**config.mk**
```make
export PLATFORM = sky130hd
export DESIGN_NAME = scancode_to_ascii_with_modifiers
export DESIGN_NICKNAME = d
export VERILOG_FILES = /design/src/rtl/sc2a_pkg.sv /design/src/rtl/scancode_to_ascii_with_modifiers.sv
export SDC_FILE = /design/constraint.sdc
export NUM_CORES = 1
export LEC_CHECK = 0
export ABC_AREA = 1
export BUFFER_PORTS_ARGS = -buffer_cell sky130_fd_sc_hd__buf_4
export CAP_MARGIN = 20
export CORE_ASPECT_RATIO = 0.6
export CORE_MARGIN = 2
export CORE_UTILIZATION = 40
export DETAILED_ROUTE_END_ITERATION = 6
export HOLD_SLACK_MARGIN = 0.08
export PLACE_DENSITY = 0.69
export RECOVER_POWER = 50
export SLEW_MARGIN = 20
export SYNTH_ARGS = -nofsm -noshare
export SYNTH_HDL_FRONTEND = slang
export SYNTH_SLANG_ARGS = --single-unit
```
**constraint.sdc**
```tcl
create_clock -name clk -period 3.4 [get_ports clk]
set_clock_uncertainty 0.15 [all_clocks]
set_input_delay 0.34 -clock clk [delete_from_list [all_inputs] [get_ports clk]]
set_output_delay 0.34 -clock clk [all_outputs]
set_load 0.03 [all_outputs]
```
**src/rtl/sc2a_pkg.sv**
```systemverilog
// Package for the set-1 scancode translator: key codes and US layout tables.
// No dependencies; imported by scancode_to_ascii_with_modifiers.
package sc2a_pkg;

  typedef logic [7:0] scancode_t;
  typedef logic [6:0] ascii_t;
  typedef logic [5:0] key_idx_t;

  // Make codes of interest
  localparam scancode_t SC_NULL      = 8'h00;
  localparam scancode_t SC_BACKSPACE = 8'h0E;
  localparam scancode_t SC_ENTER     = 8'h1C;
  localparam scancode_t SC_CTRL      = 8'h1D;
  localparam scancode_t SC_L         = 8'h26;
  localparam scancode_t SC_LSHIFT    = 8'h2A;
  localparam scancode_t SC_RSHIFT    = 8'h36;
  localparam scancode_t SC_CAPS      = 8'h3A;
  localparam scancode_t SC_MAKE_LAST = 8'h3A;
  // Release codes (make code with bit 7 set)
  localparam scancode_t SC_BRK_FIRST = 8'h80;
  localparam scancode_t SC_BRK_LAST  = 8'hB9;
  localparam scancode_t SC_BRK_LSHIFT = 8'hAA;
  localparam scancode_t SC_BRK_RSHIFT = 8'hB6;
  localparam scancode_t SC_BRK_CTRL   = 8'h9D;

  // Unshifted US layout; zero means no character.
  function automatic ascii_t plain_char(input key_idx_t idx);
    ascii_t c;
    c = 7'h00;
    case (idx)
      6'h02: c = 7'h31;  6'h03: c = 7'h32;  6'h04: c = 7'h33;  6'h05: c = 7'h34;
      6'h06: c = 7'h35;  6'h07: c = 7'h36;  6'h08: c = 7'h37;  6'h09: c = 7'h38;
      6'h0A: c = 7'h39;  6'h0B: c = 7'h30;  6'h0C: c = 7'h2D;  6'h0D: c = 7'h3D;
      6'h10: c = 7'h71;  6'h11: c = 7'h77;  6'h12: c = 7'h65;  6'h13: c = 7'h72;
      6'h14: c = 7'h74;  6'h15: c = 7'h79;  6'h16: c = 7'h75;  6'h17: c = 7'h69;
      6'h18: c = 7'h6F;  6'h19: c = 7'h70;  6'h1A: c = 7'h5B;  6'h1B: c = 7'h5D;
      6'h1C: c = 7'h0A;
      6'h1E: c = 7'h61;  6'h1F: c = 7'h73;  6'h20: c = 7'h64;  6'h21: c = 7'h66;
      6'h22: c = 7'h67;  6'h23: c = 7'h68;  6'h24: c = 7'h6A;  6'h25: c = 7'h6B;
      6'h26: c = 7'h6C;  6'h27: c = 7'h3B;  6'h28: c = 7'h27;  6'h29: c = 7'h60;
      6'h2B: c = 7'h5C;  6'h2C: c = 7'h7A;  6'h2D: c = 7'h78;  6'h2E: c = 7'h63;
      6'h2F: c = 7'h76;  6'h30: c = 7'h62;  6'h31: c = 7'h6E;  6'h32: c = 7'h6D;
      6'h33: c = 7'h2C;  6'h34: c = 7'h2E;  6'h35: c = 7'h2F;
      6'h37: c = 7'h2A;  6'h39: c = 7'h20;
      default: c = 7'h00;
    endcase
    return c;
  endfunction

  // Shifted US layout; zero means no character.
  function automatic ascii_t shifted_char(input key_idx_t idx);
    ascii_t c;
    c = 7'h00;
    case (idx)
      6'h02: c = 7'h21;  6'h03: c = 7'h40;  6'h04: c = 7'h23;  6'h05: c = 7'h24;
      6'h06: c = 7'h25;  6'h07: c = 7'h5E;  6'h08: c = 7'h26;  6'h09: c = 7'h2A;
      6'h0A: c = 7'h28;  6'h0B: c = 7'h29;  6'h0C: c = 7'h5F;  6'h0D: c = 7'h2B;
      6'h10: c = 7'h51;  6'h11: c = 7'h57;  6'h12: c = 7'h45;  6'h13: c = 7'h52;
      6'h14: c = 7'h54;  6'h15: c = 7'h59;  6'h16: c = 7'h55;  6'h17: c = 7'h49;
      6'h18: c = 7'h4F;  6'h19: c = 7'h50;  6'h1A: c = 7'h7B;  6'h1B: c = 7'h7D;
      6'h1C: c = 7'h0A;
      6'h1E: c = 7'h41;  6'h1F: c = 7'h53;  6'h20: c = 7'h44;  6'h21: c = 7'h46;
      6'h22: c = 7'h47;  6'h23: c = 7'h48;  6'h24: c = 7'h4A;  6'h25: c = 7'h4B;
      6'h26: c = 7'h4C;  6'h27: c = 7'h3A;  6'h28: c = 7'h22;  6'h29: c = 7'h7E;
      6'h2B: c = 7'h7C;  6'h2C: c = 7'h5A;  6'h2D: c = 7'h58;  6'h2E: c = 7'h43;
      6'h2F: c = 7'h56;  6'h30: c = 7'h42;  6'h31: c = 7'h4E;  6'h32: c = 7'h4D;
      6'h33: c = 7'h3C;  6'h34: c = 7'h3E;  6'h35: c = 7'h3F;
      6'h37: c = 7'h2A;  6'h39: c = 7'h20;
      default: c = 7'h00;
    endcase
    return c;
  endfunction

endpackage

```
**src/rtl/scancode_to_ascii_with_modifiers.sv**
```systemverilog
// Set-1 scancode to ASCII translator with shift, ctrl and caps lock tracking.
// Depends on sc2a_pkg (key codes and layout tables).
//
// Usage:
//   Input channel (in_valid / in_stall / in_scancode): one raw set-1 byte per
//   beat; bit 7 set marks a key release. Result channel (out_valid /
//   out_stall / out_*): exactly one result beat per input beat, in order.
//   A byte passes through the input register, then the result register.
//   Throughput: one byte per cycle while the receiver keeps out_stall low;
//   the only logic between the two registers is a lookup in the plain or
//   shifted table (64 entries each) and the modifier update.
//   Stall: the result register holds while out_stall is high; the input
//   register still takes one more byte if it is empty, and then in_stall
//   rises until the result register frees up. Modifier flags change only
//   when a byte moves from the input register into the result register.
//   Reset (rst_n low, synchronous): both stages empty, shift, ctrl and caps
//   lock cleared.
module scancode_to_ascii_with_modifiers
  import sc2a_pkg::*;
(
  input  logic      clk,
  input  logic      rst_n,
  input  logic      in_valid,
  output logic      in_stall,
  input  scancode_t in_scancode,
  output logic      out_valid,
  input  logic      out_stall,
  output logic      out_char_valid,
  output ascii_t    out_char_code,
  output logic      out_do_backspace,
  output logic      out_do_clear,
  output logic      out_do_word_delete,
  output logic      out_show_prompt,
  output logic      out_bad_code
);

  // Input stage
  logic      s1_valid_r;
  scancode_t s1_code_r;
  // Modifier flags
  logic      shift_r, caps_r, ctrl_r;
  logic      shift_nxt, caps_nxt, ctrl_nxt;
  // Result stage
  logic      out_valid_r;
  logic      char_valid_r, char_valid_nxt;
  ascii_t    char_code_r, char_code_nxt;
  logic      bksp_r, bksp_nxt;
  logic      clr_r, clr_nxt;
  logic      wdel_r, wdel_nxt;
  logic      prompt_r, prompt_nxt;
  logic      bad_r, bad_nxt;

  logic      out_free;
  logic      s1_move;
  logic      is_make, is_brk;
  ascii_t    lookup;

  // Result register can take a new beat when empty or being drained.
  assign out_free = !out_valid_r || !out_stall;
  assign s1_move  = s1_valid_r && out_free;
  assign in_stall = s1_valid_r && !out_free;

  // Input register: load on accept, drop when moved on.
  always_ff @(posedge clk) begin
    if (!rst_n) begin
      s1_valid_r <= 1'b0;
    end else if (in_valid && !in_stall) begin
      s1_valid_r <= 1'b1;
    end else if (s1_move) begin
      s1_valid_r <= 1'b0;
    end
  end

  always_ff @(posedge clk) begin
    if (in_valid && !in_stall) begin
      s1_code_r <= in_scancode;
    end
  end

  // Decode: modifiers first, so the ctrl make code itself counts as ctrl held.
  always_comb begin
    is_make = (s1_code_r <= SC_MAKE_LAST);
    is_brk  = (s1_code_r >= SC_BRK_FIRST) && (s1_code_r <= SC_BRK_LAST);

    shift_nxt = shift_r;
    caps_nxt  = caps_r;
    ctrl_nxt  = ctrl_r;
    if (is_make) begin
      if (s1_code_r == SC_LSHIFT || s1_code_r == SC_RSHIFT) shift_nxt = 1'b1;
      if (s1_code_r == SC_CTRL)                             ctrl_nxt  = 1'b1;
      if (s1_code_r == SC_CAPS)                             caps_nxt  = !caps_r;
    end else if (is_brk) begin
      if (s1_code_r == SC_BRK_LSHIFT || s1_code_r == SC_BRK_RSHIFT) shift_nxt = 1'b0;
      if (s1_code_r == SC_BRK_CTRL)                                 ctrl_nxt  = 1'b0;
    end

    lookup = (shift_nxt || caps_nxt) ? shifted_char(s1_code_r[5:0])
                                     : plain_char(s1_code_r[5:0]);

    char_valid_nxt = 1'b0;
    char_code_nxt  = 7'h00;
    bksp_nxt       = 1'b0;
    clr_nxt        = 1'b0;
    wdel_nxt       = 1'b0;
    prompt_nxt     = 1'b0;
    bad_nxt        = 1'b0;
    if (is_make) begin
      bksp_nxt   = (s1_code_r == SC_BACKSPACE);
      prompt_nxt = (s1_code_r == SC_ENTER);
      if (ctrl_nxt) begin
        clr_nxt  = (s1_code_r == SC_L);
        wdel_nxt = (s1_code_r == SC_BACKSPACE);
      end else if (s1_code_r == SC_NULL) begin
        bad_nxt = 1'b1;
      end else if (lookup != 7'h00) begin
        char_valid_nxt = 1'b1;
        char_code_nxt  = lookup;
      end
    end
  end

  // Advance modifier flags and result valid as a beat moves on.
  always_ff @(posedge clk) begin
    if (!rst_n) begin
      shift_r     <= 1'b0;
      caps_r      <= 1'b0;
      ctrl_r      <= 1'b0;
      out_valid_r <= 1'b0;
    end else begin
      if (s1_move) begin
        shift_r <= shift_nxt;
        caps_r  <= caps_nxt;
        ctrl_r  <= ctrl_nxt;
      end
      if (out_free) begin
        out_valid_r <= s1_valid_r;
      end
    end
  end

  // Result payload: hold while stalled.
  always_ff @(posedge clk) begin
    if (s1_move) begin
      char_valid_r <= char_valid_nxt;
      char_code_r  <= char_code_nxt;
      bksp_r       <= bksp_nxt;
      clr_r        <= clr_nxt;
      wdel_r       <= wdel_nxt;
      prompt_r     <= prompt_nxt;
      bad_r        <= bad_nxt;
    end
  end

  assign out_valid          = out_valid_r;
  assign out_char_valid     = char_valid_r;
  assign out_char_code      = char_code_r;
  assign out_do_backspace   = bksp_r;
  assign out_do_clear       = clr_r;
  assign out_do_word_delete = wdel_r;
  assign out_show_prompt    = prompt_r;
  assign out_bad_code       = bad_r;

  // Word delete is always a ctrl backspace, so backspace comes with it.
  a_wdel_has_bksp : assert property (@(posedge clk) disable iff (!rst_n)
    out_valid_r |-> (!wdel_r || bksp_r))
    else $error("word delete without backspace");

  // Ctrl commands and errors never come with a printable character.
  a_no_char_with_cmd : assert property (@(posedge clk) disable iff (!rst_n)
    out_valid_r |-> !(char_valid_r && (clr_r || wdel_r || bad_r)))
    else $error("character reported together with a command or error");

  // No character means a zero code.
  a_code_zero : assert property (@(posedge clk) disable iff (!rst_n)
    (out_valid_r && !char_valid_r) |-> (char_code_r == 7'h00))
    else $error("character code set without char_valid");

  // Modifier flags change only when a beat moves into the result register.
  a_mods_hold : assert property (@(posedge clk) disable iff (!rst_n)
    !s1_move |=> ($stable(shift_r) && $stable(caps_r) && $stable(ctrl_r)))
    else $error("modifier flags changed without a beat");

  // Input stalls only while the input register is full and blocked.
  a_stall_cause : assert property (@(posedge clk) disable iff (!rst_n)
    in_stall |-> (s1_valid_r && out_valid_r && out_stall))
    else $error("input stalled without a blocked result");

endmodule
```
==> impl_metrics.ini, run 1 <==
[outcome]
status = finished clean

[cells_and_area]
fin_util_pct = 46.9
layout.cells.most_common_list = nand2_1 (112), inv_1 (50), nor2_1 (32), o21ai_0 (23), edfxtp_1 (21)
layout_commonest_cell = nand2_1
drive_gt1_share_pct = 12.9
syn2layout_area_growth_pct = 13.0
seq_area_sq_um = 1010
final_cells = 497
fillers = 691
diodes = 0
multiInputGateArea_sq_um = 1500
final_nets = 432

[floorplanning]
rows = 23
placeableCoreArea_sq_um = 6680
die_h_um = 68.5
die_x_um = 111
ioPinCount = 27
dieArea_sq_um = 7630
start_util_pct = 41.5

[timing]
finalSetupViolCount = 0
tns_ps = 0
timing.fmax_ghz = 0.348
fin_crit_ps = 2870
worst_pin_slew_ps = 895
finalCritPeriodShare_pct = 84.5
slew_headroom_pct = 40.3
grt_setup_unrepaired = false
finalHoldViolCount = 0
worst_slack_ps = 526
fin_hold_ws_ps = 106
drv_slew = 0

[clock_tree]
cts_hold_buffers = 0
tritoncts = built
cts_buffers = 5
clkLatencyLatePin_ps = 280
root_buffer = clkbuf_16
cts_setup_buffers = 0
clock_path_buffers = 2
cts.sinks = 40
post_cts_resized = 0
h-tree-depth = 2
clkSlewWorstSetupHoldPaths_ps = 60

[synth]
synth_top_family_by_area = simple AND/OR/NAND/NOR gates
synth_compound_area_share_pct = 15.2
ys_seq_elements = 40
ys.flop_type = edfxtp_1
ys_types = 34
syn_avg_cell_area_sq_um = 7.23
synth_warnings = 0
syn-cell-area_sq_um = 2770
synth-simple-area-share_pct = 33.8
muxShareOfSynthArea_pct = 0
seq_area_frac_synth_pct = 36.5
syn_inst = 383
syn-num-nets = 406
synth_edf_count = 21
synth_fa_ha_area_share_pct = 4.97
synthXorXnorAreaFrac_pct = 0
synth-async-reset-ratio_pct = 0

[detailed_routing]
drc = 0
vias = 2629
routedWlPerCell_um = 14.7
wl_um = 7290
drt_iter0_markers = 241
first_pass_iters = 6
drtAntennaViolNets = 0
via_per_inst = 5.29

[power]
power.switching_uw = 478
powerDensity_nw_per_um2 = 478
clkPwrFrac_pct = 36.0
pwr-share-seq_pct = 38.9
power_frac_comb_pct = 25.1
p_int_mw = 1.02
p_sw_share_pct = 32.0
leakage_nw = 1.44
vdd_drop_max_mv = 0.270

[global_route]
grt_pass1_vias = 2365
grt_first_pass_wirelength_um = 12300
grt_use_total_pct = 20.7
grt-ovfl-total = 0
grt_max_degree = 27
antenna_found_initial = 0

[job]
max_cap_violations = 0

[critical_path]
regToRegSetupSlack_ps = 530
crit_type = reg2reg
r2r_start = out_valid$_SDFFE_PN0P_
r2r_cells = 12
critPathCaptureType = register
cp.arrival_ps = 2920
cp-start-kind = register
worstPathMaxFanout = 15
required_ps = 3450

[min_path]
hold_path_end = s1_code_r[7]$_DFFE_PP_
whs_path_depth = 1
min_path_type = in2reg
hold_start = in_scancode[7]

[placed_design]
dp_slack_ps = 480
dp_hpwl_um = 5450
gp_congestion = 0.987
dpl.cell_count = 489
placement.io_buffers = 26
-- layout make-up --
class                           instances  area share [%]
Inverter                               55            6.60
Multi-Input combinational cell        279            47.8
Clock buffer                            5            4.00
Tap cell                               87            3.48
Clock inverter                          3            1.36
Timing Repair Buffer                   28            4.44
Sequential cell                        40            32.3
-- per-stage QoR --
stage / cell area (sq um) / power [mW]
final: 3130 / 1.50
after global routing: 3130 / 1.57
after CTS: 3200 / 1.51
after detailed placement: 3030 / 0.967
after global placement: 3030 / 0.965
after floorplan: 2770 / 0.866
-- cell usage after synthesis, types with 2 or more instances --
master,n,area (sq um)
nand3_4,2,35.0
o21ai_1,9,45.0
dfxtp_1,19,380
edfxtp_1,21,631
nor2_1,32,120
o21ai_0,23,115
nand3_1,17,85.1
inv_2,6,22.5
nand3b_1,2,15.0
nor3_1,3,15.0
buf_2,6,30.0
nor2_4,2,22.5
a31oi_1,4,25.0
nand2_2,11,68.8
nand2_4,4,45.0
a21oi_1,9,45.0
nor4_1,2,12.5
nand2_1,112,420
inv_1,48,180
o21ai_4,3,48.8
o21ai_2,4,35.0
nand4_1,8,50.1
ha_1,11,138
o211ai_1,10,75.1
nor2_2,5,31.3
buf_4,2,15.0
-- power groups by stage --
stage | sequential, mW | clock (mW) | combinational (mW)
2_1_floorplan | 0.597 | 0 | 0.268
5_1_grt | 0.585 | 0.566 | 0.424
4_1_cts | 0.581 | 0.548 | 0.378
3_3_place_gp | 0.592 | 0 | 0.374
6_report | 0.581 | 0.538 | 0.376
3_5_place_dp | 0.591 | 0 | 0.375
-- worst max path at each step --
stage | start | end | slack [ps] | cells after the start
2_1_floorplan | out_valid$_SDFFE_PN0P_ | register | 1080 | 16
3_3_place_gp | out_stall | register | 510 | 13
4_1_cts | out_valid$_SDFFE_PN0P_ | register | 610 | 12
6_report | out_valid$_SDFFE_PN0P_ | register | 530 | 12
5_1_grt | out_valid$_SDFFE_PN0P_ | register | 290 | 12
3_5_place_dp | out_stall | register | 480 | 13
-- kinds of logic (layout without fill, tap and decap cells) --
logic type,after synthesis,after routing
AO/OA/AOI/OAI,66,66
adder cells (fa/ha/maj),11,11
buffers and inverters,64,91
flip-flops,40,40
AND/OR/NAND/NOR,202,202
-- metal layers --
metal	GRT usage [%]	vias to the layer above	wire length (um)	part of all wire, %
met5	0	-	0	0
met1	31.3	1166	3620	50
met4	4.17	0	119	1.6
met3	4.43	12	721	9.9
li1	-	1306	-	-
met2	30.3	145	2830	39
-- critical path: stages, from the launching register on --
cell,delay [ps]
dfxtp_1,310
nand2_1,80
inv_1,60
nand2_2,90
nand2_4,150
o21ai_2,450
inv_1,320
ha_1,310
nand2_1,150
clkinv_1,100
o21ai_0,290
a21oi_1,120
o21ai_1,210
Power figures use the tool's default switching activity.
==> inputs of run 2 (changes only) <==
==> constraint.sdc (replaced) <==
create_clock -name clk -period 2.7 [get_ports clk]
set_clock_uncertainty 0.15 [all_clocks]
set_input_delay 0.27 -clock clk [delete_from_list [all_inputs] [get_ports clk]]
set_output_delay 0.27 -clock clk [all_outputs]
set_load 0.03 [all_outputs]
==> run 2 against run 1 <==
Combinational power rose by 32%. Sequential share of layout area fell by 1.5 points. Final area rose by 4.9%. Hold slack improved by 3.3 ps. Via count rose by 3.0%. Flip-flop and latch count did not move. Largest power group unchanged. Sequential power rose by 26%. Routed wire length rose by 1.1%. Register-to-register slack got worse by 250 ps. Utilization rose by 2.3 points.
==> impl_metrics.ini, run 2 (synthesis gave the netlist of run 1 again) <==
[detailed_routing]
drc = 0
drtAntennaViolNets = 0
via_per_inst = 5.29
drt_iter0_markers = 326
first_pass_iters = 5
routedWlPerCell_um = 14.4
wl_um = 7370
vias = 2709

[cells_and_area]
diodes = 0
multiInputGateArea_sq_um = 1510
fillers = 660
seq_area_sq_um = 1010
fin_util_pct = 49.2
layout_commonest_cell = nand2_1
layout.cells.most_common_list = nand2_1 (111), inv_1 (49), nor2_1 (32), o21ai_0 (22), edfxtp_1 (21)
drive_gt1_share_pct = 15.1
syn2layout_area_growth_pct = 18.5
finish.instance_area_sq_um = 3280
final_nets = 447

[floorplanning]
rows = 23
die_x_um = 111
dieArea_sq_um = 7630
placeableCoreArea_sq_um = 6680
die_h_um = 68.5
start_util_pct = 41.5
ioPinCount = 27

[power]
vdd_drop_max_mv = 0.365
powerDensity_nw_per_um2 = 578
leakage_nw = 1.51

[critical_path]
crit_path_max_incr_delay_ps = 310
crit_chain = nand2_1, inv_1, nand2_2, nand2_8, inv_2, nand2_1, nand2_2, ha_1, inv_1, nand2_1, nand2_1, o21ai_0, o21ai_0, nand2_1, nand3_1
crit_type = reg2reg
cp.depth = 15
required_ps = 2770
critPathCaptureType = register
cp.arrival_ps = 2500
cp.buffers_inverters = 3
cp_common_cell = nand2_1
r2r_start = out_valid$_SDFFE_PN0P_
critPathSlowestCell = dfxtp_1
crit_start = out_valid$_SDFFE_PN0P_
r2r_cells = 15
worstPathMaxFanout = 15
cp-start-kind = register
regToRegSetupSlack_ps = 270
cp_top_family = simple AND/OR/NAND/NOR gates

[timing]
finalHoldViolCount = 0
tns_ps = 0
finalCritPeriodShare_pct = 89.9
slew_headroom_pct = 39.0
fin_hold_ws_ps = 110
drv_slew = 0
worst_pin_slew_ps = 915
worst_slack_ps = 272
grt_setup_unrepaired = false
timing.fmax_ghz = 0.412
fin_crit_ps = 2430
finalSetupViolCount = 0

[placed_design]
dp_slack_ps = 177
dp_hpwl_um = 5580
placement.io_buffers = 26
gp_congestion = 0.993
place_area_sq_um = 3090

[clock_tree]
clock_path_buffers = 2
root_buffer = clkbuf_16
clkLatencyLatePin_ps = 290
h-tree-depth = 2
cts_buffers = 5
tritoncts = built
clkSlewWorstSetupHoldPaths_ps = 60
cts.sinks = 40

[global_route]
grt_use_total_pct = 20.5
grt_max_degree = 20
antenna_found_initial = 0
grt_pass1_vias = 2358
grt-ovfl-total = 0
grt_first_pass_wirelength_um = 12100

[job]
max_cap_violations = 0

[outcome]
status = finished clean

[min_path]
min_path_type = in2reg
-- run 2: what timing repair did --
item,CTS,global route
hold buffers,8,0
endpoints found under the setup margin,0,3
hold endpoints to repair,8,0
setup buffers,0,0
resized for setup,0,3
-- run 2: metal layers --
layer / part of all wire, % / global-route usage (%) / wire length, um
met5: 0 / 0 / 0
met4: 1.6 / 6.02 / 120
met3: 12 / 5.67 / 860
met2: 38 / 28.9 / 2800
met1: 49 / 30.3 / 3580
-- run 2: power by group --
part / switching (mW) / total (mW) / leakage, nW / internal, mW
Combinational: 0.333 / 0.497 / 1.06 / 0.164
Sequential: 0.0285 / 0.732 / 0.369 / 0.704
Clock: 0.241 / 0.667 / 0.0852 / 0.425
-- run 2: layout make-up --
cell class / count / share of cell area (%)
clock buffer: 7 / 4.99
clock inverter: 1 / 0.267
inverter: 55 / 6.29
multi-input combinational: 279 / 45.9
sequential: 40 / 30.8
tap: 87 / 3.32
timing repair buffer: 43 / 8.39
-- run 2: worst min path at each step --
stage	startpoint	end	slack (ps)	cells past startpoint
detailed placement	in_scancode[7]	s1_code_r[7]$_DFFE_PP_	300	1
floorplan	in_scancode[0]	s1_code_r[0]$_DFFE_PP_	220	0
global route	rst_n	shift_r$_SDFFE_PN0P_	100	3
CTS	rst_n	shift_r$_SDFFE_PN0P_	100	3
finish	rst_n	shift_r$_SDFFE_PN0P_	110	3
global placement	in_scancode[7]	s1_code_r[7]$_DFFE_PP_	300	1
-- run 2: metrics by stage --
step                total power [mW]  cells
floorplan                       1.09    383
finish                          1.90    512
global route                    2.00    512
CTS                             1.91    512
global placement                1.23    496
detailed placement              1.23    496
-- run 2: worst reg2reg max path, stage by stage, from the launching register on --
cell	delay, ps
dfxtp_1	310
nand2_1	70
inv_1	60
nand2_2	120
nand2_8	130
inv_2	210
nand2_1	100
nand2_2	170
ha_1	270
inv_1	120
nand2_1	80
nand2_1	70
o21ai_0	80
o21ai_0	250
nand2_1	90
nand3_1	80
==> inputs of run 3 (changes only) <==
--- a/config.mk
+++ b/config.mk
@@ -10,10 +10,11 @@
 export CAP_MARGIN = 20
 export CORE_ASPECT_RATIO = 0.6
 export CORE_MARGIN = 2
-export CORE_UTILIZATION = 40
+export CORE_UTILIZATION = 48
+export CTS_BUF_LIST = sky130_fd_sc_hd__clkbuf_16
 export DETAILED_ROUTE_END_ITERATION = 6
 export HOLD_SLACK_MARGIN = 0.08
-export PLACE_DENSITY = 0.69
+export PLACE_DENSITY = 0.78
 export RECOVER_POWER = 50
 export SLEW_MARGIN = 20
 export SYNTH_ARGS = -nofsm -noshare
==> run 3 against run 2 <==
Combinational power about the same. Hold slack worse by 14 ps. Final area down 0.57%. Final cell count down 1.6%. Critical path depth up 1. Largest cell class unchanged. Highest routed layer unchanged.
==> impl_metrics.ini, run 3 (synthesis gave the netlist of run 1 again) <==
[floorplanning]
start_util_pct = 49.7
die_x_um = 102
dieArea_sq_um = 6410
placeableCoreArea_sq_um = 5570
rows = 21
ioPinCount = 27
die_h_um = 62.8

[clock_tree]
cts.sinks = 40
tritoncts = built
clkLatencyLatePin_ps = 280
h-tree-depth = 2
clock_path_buffers = 2
clkSlewWorstSetupHoldPaths_ps = 60
cts_setup_buffers = 0
root_buffer = clkbuf_16
cts_buffers = 5

[global_route]
grt_use_total_pct = 23.8
grt_max_degree = 20
grt_first_pass_wirelength_um = 12000
met2_usage_pct = 32.1
grt_util_met1_pct = 37.7
grt_pass1_vias = 2421
grt-busiest-layer = met1
grt-ovfl-total = 0
antenna_found_initial = 0
met3_usage_pct = 4.70

[critical_path]
crit_path_max_incr_delay_ps = 320
r2r_start = out_valid$_SDFFE_PN0P_
r2r_cells = 16
crit_type = reg2reg
critPathCaptureType = register
cp-start-kind = register
cp.buffers_inverters = 4
regToRegSetupSlack_ps = 240
critPathSlowestCell = dfxtp_1
required_ps = 2780
cp_top_family = simple AND/OR/NAND/NOR gates
crit_chain = nand2_1, inv_2, nand2_2, nand2_8, inv_2, nand2_1, nand2_1, buf_4, ha_1, inv_1, nand2_1, nand2_1, o21ai_0, o21ai_1, nand2_1, nand3_1
worstPathMaxFanout = 15
cp.depth = 16
cp_common_cell = nand2_1
cp.arrival_ps = 2540

[cells_and_area]
layout.cells.most_common_list = nand2_1 (112), inv_1 (48), nor2_1 (32), o21ai_0 (22), edfxtp_1 (21)
fin_util_pct = 58.6
syn2layout_area_growth_pct = 17.8
fillers = 531
final_nets = 446
drive_gt1_share_pct = 14.9
diodes = 0
final_cells = 504
layout_commonest_cell = nand2_1

[power]
vdd_drop_max_mv = 0.261
clkPwrFrac_pct = 35.9
p_sw_share_pct = 31.9
pwr-share-seq_pct = 38.0
power_frac_comb_pct = 26.0
p_int_mw = 1.30
power.switching_uw = 612
leakage_nw = 1.50
powerDensity_nw_per_um2 = 588
power_mw = 1.92

[placed_design]
placement.io_buffers = 26
dpl.cell_count = 488
dp_hpwl_um = 5340
gp_congestion = 0.967

[detailed_routing]
vias = 2660
drtAntennaViolNets = 0
routedWlPerCell_um = 14.4
first_pass_iters = 5
wl_um = 7260
via_per_inst = 5.28
drt_iter0_markers = 364
drc = 0

[timing]
tns_ps = 0
timing.fmax_ghz = 0.406
fin_hold_ws_ps = 95.9
drv_slew = 0
slew_headroom_pct = 40.7
finalCritPeriodShare_pct = 91.2
grt_setup_unrepaired = false
worst_pin_slew_ps = 890
fin_crit_ps = 2460
finalHoldViolCount = 0
finalSetupViolCount = 0

[min_path]
min_path_type = in2reg
hold_start = rst_n
whs_path_depth = 3
hold_path_end = shift_r$_SDFFE_PN0P_

[job]
max_cap_violations = 0

[outcome]
status = finished clean
==> run 3: changes by cell type in the layout (fill, tap and decap cells not counted) <==
cell	previous run	this run
buf_4	12	11
bufinv_16	0	1
clkbuf_16	6	5
clkbuf_8	1	0
clkinv_4	1	2
inv_1	49	48
inv_2	5	6
nand2_1	111	112
nand2_2	12	11
==> run 3: worst max-delay path by stage <==
stage | from | end | slack (ps)
finish | out_valid$_SDFFE_PN0P_ | register | 240
global route | out_valid$_SDFFE_PN0P_ | register | 40
CTS | out_valid$_SDFFE_PN0P_ | register | 160
detailed placement | out_stall | register | 200
global placement | out_stall | register | 190
floorplan | out_valid$_SDFFE_PN0P_ | register | 380
==> run 3: layer usage <==
layer  routed length [um]  vias up
li1                     -     1332
met1                 3580     1172
met2                 2910      149
met3                  677        7
met4                   82        0
met5                    0        -
==> run 3: stage by stage <==
stage | area (sq um) | setup slack [ps]
after floorplan | 2770 | 381
after global placement | 3070 | 190
after detailed placement | 3070 | 197
after CTS | 3320 | 164
after global routing | 3260 | 38.6
final | 3260 | 238
==> run 3: worst register-to-register path: stages (launching register included) <==
cell	delay [ps]
dfxtp_1	320
nand2_1	80
inv_2	70
nand2_2	100
nand2_8	150
inv_2	130
nand2_1	80
nand2_1	70
buf_4	170
ha_1	330
inv_1	130
nand2_1	90
nand2_1	60
o21ai_0	90
o21ai_1	220
nand2_1	80
nand3_1	80
==> run 3: final cells by class <==
cell class	count	area, sq um	share of cell area (%)
clock buffer	5	125	3.83
clock inverter	3	47.5	1.46
inverter	55	206	6.33
multi-input combinational	279	1510	46.1
sequential	40	1010	31.0
tap	80	100	3.07
timing repair buffer	42	268	8.21
==> run 3: power by group through the flow <==
stage,Clock [mW],Sequential (mW),Combinational (mW)
floorplan,0,0.752,0.338
global placement,0,0.743,0.480
detailed placement,0,0.742,0.480
CTS,0.692,0.729,0.494
global route,0.721,0.736,0.555
finish,0.689,0.729,0.499
==> run 3: what timing repair did <==
item | 4_1_cts | 5_1_grt
hold buffers | 8 | 0
endpoints found under the hold margin | 8 | 0
setup endpoints to repair | 0 | 1
gates resized for setup | 0 | 2
